## src/hw/rtl/slir_pkg.sv

```systemverilog
// package of shared types and constants for the sorted list store
`default_nettype none
package slir_pkg;

  localparam int unsigned Capacity = 16;
  localparam int unsigned CntW     = $clog2(Capacity + 1);
  localparam int unsigned TotalW   = 5;
  localparam int unsigned WideW    = (CntW > TotalW) ? CntW : TotalW;
  localparam int unsigned ValW     = 32;

  typedef enum logic [1:0] {
    StatusOk       = 2'd0,
    StatusFull     = 2'd1,
    StatusNotFound = 2'd2
  } status_e;

  typedef enum logic {
    ReqInsert = 1'b0,
    ReqRemove = 1'b1
  } req_e;

  // one stored entry
  typedef struct packed {
    logic                   valid;
    logic signed [ValW-1:0] value;
  } slot_t;

  // command broadcast to every cell
  typedef struct packed {
    logic                   ins;
    logic                   rem;
    logic                   found;
    logic signed [ValW-1:0] value;
  } cmd_t;

endpackage
`default_nettype wire

```

## src/hw/rtl/slir_cell.sv

```systemverilog
// one cell of the sorted chain: holds an entry and trades it with its neighbours
`default_nettype none
module slir_cell (
  input  wire logic                            clk_i,
  input  wire logic                            rst_ni,
  input  wire slir_pkg::cmd_t                  cmd_i,
  input  wire slir_pkg::slot_t                 left_slot_i,
  input  wire logic                            left_less_i,
  input  wire slir_pkg::slot_t                 right_slot_i,
  output slir_pkg::slot_t                      slot_o,
  output slir_pkg::slot_t                      slot_next_o,
  output logic                                 less_o,
  output logic                                 eq_o
);

  logic                             valid_q, valid_d;
  logic signed [slir_pkg::ValW-1:0] value_q, value_d;

  assign less_o = valid_q && (value_q < cmd_i.value);
  assign eq_o   = valid_q && (value_q == cmd_i.value);

  always_comb begin
    valid_d = valid_q;
    value_d = value_q;
    if (cmd_i.ins && !less_o) begin
      if (left_less_i) begin
        valid_d = 1'b1;
        value_d = cmd_i.value;
      end else begin
        valid_d = left_slot_i.valid;
        value_d = left_slot_i.value;
      end
    end else if (cmd_i.rem && cmd_i.found && valid_q && !less_o) begin
      // at or past the first match, close the gap from the right
      valid_d = right_slot_i.valid;
      value_d = right_slot_i.value;
    end
  end

  always_ff @(posedge clk_i or negedge rst_ni) begin
    if (!rst_ni) begin
      valid_q <= 1'b0;
    end else begin
      valid_q <= valid_d;
    end
  end

  always_ff @(posedge clk_i) begin
    value_q <= value_d;
  end

  assign slot_o      = '{valid: valid_q, value: value_q};
  assign slot_next_o = '{valid: valid_d, value: value_d};

endmodule
`default_nettype wire

```

## src/hw/rtl/sorted_list_insert_remove_top.sv

```systemverilog
// top level of the sorted list store: row of cells, entry count and result register
// the result strobe is registered and rises in the cycle after an accepted request
// throughput: one request per cycle, busy stays low; every cell updates in parallel
// from its own compare and its neighbours' entries, the match flag is a reduction tree
// reset: the count and all entry valid flags clear, so the list starts empty
// results cannot be stalled by the receiver
`default_nettype none
module sorted_list_insert_remove_top (
  input  wire logic                            clk_i,
  input  wire logic                            rst_ni,
  input  wire logic                            start,
  output logic                                 busy,
  input  wire logic                            req_type_i,
  input  wire logic signed [slir_pkg::ValW-1:0] value_i,
  output logic                                 valid_o,
  output logic [1:0]                           status_o,
  output logic [slir_pkg::TotalW-1:0]          entry_total_o,
  output logic signed [slir_pkg::ValW-1:0]     smallest_o
);

  localparam int unsigned N = slir_pkg::Capacity;

  slir_pkg::cmd_t  cmd;
  slir_pkg::slot_t slot      [N];
  slir_pkg::slot_t slot_next [N];
  logic [N-1:0]    less;
  logic [N-1:0]    eq;

  logic                          accept;
  logic                          full;
  logic                          found;
  logic [slir_pkg::CntW-1:0]     count_q, count_d;
  slir_pkg::status_e             status;
  logic [slir_pkg::WideW-1:0]    total_wide;

  logic                             valid_q;
  slir_pkg::status_e                status_q;
  logic [slir_pkg::TotalW-1:0]      total_q;
  logic signed [slir_pkg::ValW-1:0] smallest_q;

  assign busy   = 1'b0;
  assign accept = start && !busy;
  assign full   = (count_q == slir_pkg::CntW'(N));
  assign found  = |eq;

  assign cmd.ins   = accept && (req_type_i == slir_pkg::ReqInsert) && !full;
  assign cmd.rem   = accept && (req_type_i == slir_pkg::ReqRemove);
  assign cmd.found = found;
  assign cmd.value = value_i;

  for (genvar i = 0; i < N; i++) begin : g_cell
    slir_pkg::slot_t left_slot;
    slir_pkg::slot_t right_slot;
    logic            left_less;

    if (i == 0) begin : g_head
      assign left_slot = '{valid: 1'b0, value: '0};
      assign left_less = 1'b1;
    end else begin : g_body
      assign left_slot = slot[i-1];
      assign left_less = less[i-1];
    end

    if (i == N - 1) begin : g_tail
      assign right_slot = '{valid: 1'b0, value: '0};
    end else begin : g_inner
      assign right_slot = slot[i+1];
    end

    slir_cell u_cell (
      .clk_i,
      .rst_ni,
      .cmd_i        (cmd),
      .left_slot_i  (left_slot),
      .left_less_i  (left_less),
      .right_slot_i (right_slot),
      .slot_o       (slot[i]),
      .slot_next_o  (slot_next[i]),
      .less_o       (less[i]),
      .eq_o         (eq[i])
    );
  end

  always_comb begin
    count_d = count_q;
    status  = slir_pkg::StatusOk;
    if (accept) begin
      unique case (req_type_i)
        slir_pkg::ReqInsert: begin
          if (full) begin
            status = slir_pkg::StatusFull;
          end else begin
            count_d = count_q + slir_pkg::CntW'(1);
          end
        end
        slir_pkg::ReqRemove: begin
          if (!found) begin
            status = slir_pkg::StatusNotFound;
          end else begin
            count_d = count_q - slir_pkg::CntW'(1);
          end
        end
        default: status = slir_pkg::StatusOk;
      endcase
    end
  end

  // count is reported masked to the field width
  assign total_wide = slir_pkg::WideW'(count_d);

  always_ff @(posedge clk_i or negedge rst_ni) begin
    if (!rst_ni) begin
      count_q <= '0;
      valid_q <= 1'b0;
    end else begin
      count_q <= count_d;
      valid_q <= accept;
    end
  end

  always_ff @(posedge clk_i) begin
    if (accept) begin
      status_q   <= status;
      total_q    <= total_wide[slir_pkg::TotalW-1:0];
      smallest_q <= slot_next[0].valid ? slot_next[0].value : '0;
    end
  end

  assign valid_o       = valid_q;
  assign status_o      = status_q;
  assign entry_total_o = total_q;
  assign smallest_o    = smallest_q;

  a_count_bound: assert property (@(posedge clk_i) disable iff (!rst_ni)
    count_q <= slir_pkg::CntW'(N))
    else $error("entry count above capacity");

  a_head_valid: assert property (@(posedge clk_i) disable iff (!rst_ni)
    slot[0].valid == (count_q != '0))
    else $error("head cell valid flag disagrees with count");

  a_tail_valid: assert property (@(posedge clk_i) disable iff (!rst_ni)
    slot[N-1].valid == full)
    else $error("tail cell valid flag disagrees with full");

  a_strobe: assert property (@(posedge clk_i) disable iff (!rst_ni)
    accept |=> valid_o)
    else $error("accepted transaction gave no result");

  a_full_hold: assert property (@(posedge clk_i) disable iff (!rst_ni)
    (cmd.rem == 1'b0) && !cmd.ins |=> $stable(count_q))
    else $error("count moved without a transaction");

endmodule
`default_nettype wire
```

## config.mk

```make
export PLATFORM = sky130hd
export DESIGN_NAME = sorted_list_insert_remove_top
export DESIGN_NICKNAME = d
export VERILOG_FILES = /design/src/hw/rtl/slir_pkg.sv /design/src/hw/rtl/slir_cell.sv /design/src/hw/rtl/sorted_list_insert_remove_top.sv
export SDC_FILE = /design/constraint.sdc
export NUM_CORES = 2
export LEC_CHECK = 0
export BUFFER_PORTS_ARGS = -buffer_cell sky130_fd_sc_hd__buf_2
export CORE_MARGIN = 3
export CORE_UTILIZATION = 55
export CTS_CLUSTER_SIZE = 30
export DETAILED_ROUTE_END_ITERATION = 8
export GPL_TIMING_DRIVEN = 0
export HOLD_SLACK_MARGIN = 0.15
export PLACE_DENSITY = 0.74
export REMOVE_ABC_BUFFERS = 1
export SYNTH_ARGS = -nofsm -noshare
export SYNTH_HDL_FRONTEND = slang
export SYNTH_SLANG_ARGS = --single-unit
```

## constraint.sdc

```tcl
create_clock -name clk_i -period 5.4 [get_ports clk_i]
set_clock_uncertainty 0.05 [all_clocks]
set_input_delay 1.08 -clock clk_i [delete_from_list [all_inputs] [get_ports clk_i]]
set_output_delay 1.08 -clock clk_i [all_outputs]
set_load 0.01 [all_outputs]
```

==> results.md <==
Timing:
- After layout, the minimum clock period comes to 5.46 ns.
- In the final timing run, aggregate negative setup slack is -0.0564 ns.
- The hold violation total from the final report came to 0.
- The relative max-transition margin is 10.6%.
- The max-slew violation count is 0.
- For the pin with the worst max-slew slack, the measured transition is 1.34 ns.
- Setup repair after global routing left no endpoint under its margin.
- Setup violations remaining at the end of the flow were counted as 1.
- The final worst-path setup slack is -0.0564 ns.
- The ratio of final minimum period to clock period is 101%.
- The maximum frequency from static timing analysis is around 180 MHz.

GRT:
- Entering global routing, the biggest net connects 76 pins.
- The initial antenna violation count was 14.
- The number of global-route vias before repair is ~33,000.
- Global routing used 30.6% of the available tracks across all layers.
- For this run the aggregate overflow at the end of global routing stands at 0.
- The first-pass GRT wire length is 189 mm.

Die:
- The floorplan step set the die width to 281 µm.
- The height of the chip is 281 µm.
- The number of placement rows is 100.
- Once the floorplan was initialized, standard cells occupied 55.6% of the core.
- Pin placement for this block handled 77 I/O pins.
- The placeable core region is roughly 75,000 µm².
- The floorplan step defined a die boundary enclosing 78,700 µm².

Power:
- The cell leakage power is 0.0191 µW.
- The maximum ir drop on the vdd rail is 219 µV.
- The total power per unit cell area is 373 nW/µm².

Worst setup path:
- STA puts the critical path data arrival time at 5.71 ns.
- The data required time of the critical path is 5.65 ns.
- The critical path class is in2reg.
- For the worst flop-to-flop path, the logic depth is 10.
- The kind of capture point of the worst setup path is a register.
- Of all nets on the critical path, the largest fanout is 17.
- The worst setup path is launched from an input port.

Final layout:
- The area overhead of the layout relative to synthesis is 14.2%.
- The design area is approximately 47,000 µm².
- The share of layout cells above drive strength 1 is 16.5%.
- For this run, the post-layout net count is 4,610.

Route:
- In this run, the number of DRC markers left after iteration 0 of detailed routing was 3,972.
- After detailed routing, the number of remaining DRC violations is 0.
- The detailed-route via count is 34,200.
- Dividing the detail-routed wire length by the instance count gives 24.6 µm.
- After detailed routing, the number of vias per cell comes to roughly 6.7.
- The number of search-and-repair iterations in the first detailed-routing pass is 6.
- The final layout contains routed wiring with a total length of between 100 and 150 mm.
- In this run the remaining antenna-violating nets after routing total 0.

Synthesis:
- The commonest cells after synthesis are sky130_fd_sc_hd__edfxtp_1 (519), sky130_fd_sc_hd__ha_1 (514), sky130_fd_sc_hd__a21oi_1 (486).
- The average cell area after synthesis is approximately 10 µm².
- Of the synthesized area, sequential elements account for 40.5%.
- The top cell type by area accounts for 37.6% of the synthesized area.
- The most instantiated library cell after synthesis is sky130_fd_sc_hd__edfxtp_1.
- The number of flops mapped to enable cells by yosys is 519.
- The cell type contributing the most total cell area after synthesis is sky130_fd_sc_hd__edfxtp_1.
- Counting every instance in the synthesized netlist gives 3,974.
- For this run, asynchronously set or reset flops after synthesis account for under 10%.
- Ranked by total cell area, the synthesized netlist is headed by sky130_fd_sc_hd__edfxtp_1 (38%), sky130_fd_sc_hd__ha_1 (16%), sky130_fd_sc_hd__mux2i_1 (6.5%), sky130_fd_sc_hd__a21oi_1 (5.9%), sky130_fd_sc_hd__mux2_2 (3.8%).
- The post-synthesis cell type count is 79.
- The most used flip-flop cell after synthesis is sky130_fd_sc_hd__edfxtp_1.
- In this run the cell area of the synthesized design comes to approximately 41,000 µm².
- The number of register bits inferred by synthesis is 573.
- The number of warnings issued by yosys is 0.

Status:
- The final reports fail on setup timing.
- The flow ran to the end, but the final reports show violations.

Placed design:
- Port buffering added 75 buffers.
- Detailed placement ended at an HPWL of around 90 mm.
- The area after detailed placement is 43,800 µm².
- The worst setup slack after placement is -1.94 ns.
- The final weighted congestion in routability-driven placement is 0.915.

Clock network:
- After clock tree synthesis, the clock-pin slew on the worst setup and hold paths is ~0.06 ns.
- The clock passes through at most 3 buffers.
- The clock tree root driver cell is sky130_fd_sc_hd__clkbuf_16.
- The number of clock buffers added by TritonCTS is 68.
- The deepest level of the CTS H-tree is 3.
- The count of hold buffers inserted by post-cts repair is 0.
- The clock tree from TritonCTS is built.
- The total clock sinks is 573.
- The clock latency on the worst-skew pair is 0.62 ns.

Hold path:
- Along the worst hold path, the cell count comes to 1.
- The class of the worst hold path is reg2reg.

Flow run:
- The total of max-cap violations is 0.
==> cells in the final DEF, fill, tap and decap left out, types with 100 or more instances in the layout <==
cell / instances
sky130_fd_sc_hd__a31oi_1: 167
sky130_fd_sc_hd__nand4_1: 131
sky130_fd_sc_hd__ha_1: 514
sky130_fd_sc_hd__nand3_1: 100
sky130_fd_sc_hd__mux2i_1: 270
sky130_fd_sc_hd__mux2_2: 139
sky130_fd_sc_hd__o21ai_0: 182
sky130_fd_sc_hd__a21oi_1: 483
sky130_fd_sc_hd__nor2_1: 324
sky130_fd_sc_hd__edfxtp_1: 519
sky130_fd_sc_hd__nand2_1: 147
==> critical path, cell delays in order <==
cell	delay (ns)
sky130_fd_sc_hd__buf_2	0.34
sky130_fd_sc_hd__inv_1	0.48
sky130_fd_sc_hd__ha_1	0.48
sky130_fd_sc_hd__nand4_1	0.16
sky130_fd_sc_hd__nor4_2	0.58
sky130_fd_sc_hd__nand4_1	0.37
sky130_fd_sc_hd__o2111ai_1	0.38
sky130_fd_sc_hd__o41ai_4	0.25
sky130_fd_sc_hd__nor4_4	0.45
sky130_fd_sc_hd__buf_6	0.24
sky130_fd_sc_hd__mux2i_1	0.12
sky130_fd_sc_hd__a211oi_2	0.74
==> registers in the layout, summed over array words and instances, names as in the netlist <==
register               count
valid_o                    1
entry_total_o              5
smallest_o                32
g_cell.u_cell.valid_q     16
count_q                    5
status_o                   2
g_cell.u_cell.value_q    512
==> metrics by stage <==
step / total power (µW) / std cells / utilization, % / hold WS [ns]
2_1_floorplan: 10600 / 3724 / - / 0.404
3_3_place_gp: 12200 / 4768 / 56.3 / 0.425
3_5_place_dp: 12600 / 4852 / 58.7 / 0.433
4_1_cts: 17400 / 5000 / 62.2 / 0.445
5_1_grt: 18500 / 5084 / 63.5 / 0.474
6_report: 17700 / 5089 / 63.5 / 0.449
==> cells by family (layout without fill, tap and decap cells) <==
group / after synthesis / in the layout / synth area share, %
adders and majority gates: 514 / 514 / 15.5
buffers and inverters: 332 / 472 / 3.30
AOI/OAI and AO/OA: 1111 / 1112 / 16.0
DFF: 573 / 573 / 40.5
other: 1 / 6 / 0.00905
xor gates and xnor gates: 5 / 5 / 0.106
muxes: 520 / 520 / 13.7
and+or+nand+nor: 918 / 918 / 10.8
==> where the power goes <==
part	switching, µW	internal (µW)	leakage [µW]
clock	2000	2800	0.00111
sequential	576	5800	0.00530
combinational	3680	2830	0.0127
total	6250	11400	0.0191
==> routing by layer <==
metal	part of all wire, %	track usage (%)
met1	41	40.9
met2	46	49.6
met4	3.5	11.7
met5	0.068	0
met3	8.7	5.60
==> area by class of cell <==
| class | count | area (µm²) |
|---|---|---|
| antenna | 5 | 12.5 |
| clock buffer | 78 | 1770 |
| clock inverter | 47 | 477 |
| fill | 5718 | 27200 |
| inverter | 82 | 379 |
| multi-input combinational | 3070 | 23800 |
| sequential | 573 | 16800 |
| tap | 969 | 1210 |
| timing repair buffer | 265 | 2900 |
==> final timing paths <==
path / from / endpoint / slack, ns
setup / recovery: value_i[26] / smallest_o[9] / -0.06
hold / removal: count_q[4] / count_q[4] / 0.45
setup reg to reg: g_cell[12].u_cell.value_q[23] / smallest_o[9] / 0.82
hold reg to reg: count_q[4] / count_q[4] / 0.45
max in group asynchronous: rst_ni / g_cell[3].u_cell.valid_q / 4.35
min in group asynchronous: rst_ni / count_q[4] / 0.47
==> what timing repair did <==
| action | 4_1_cts | 5_1_grt |
|---|---|---|
| endpoints found under the setup margin | 652 | 515 |
| pin swaps | 3 | 7 |
| resized for setup | 24 | 24 |
| buffers inserted | 23 | 82 |
| cloned | 0 | 1 |
Power figures use the tool's default switching activity.
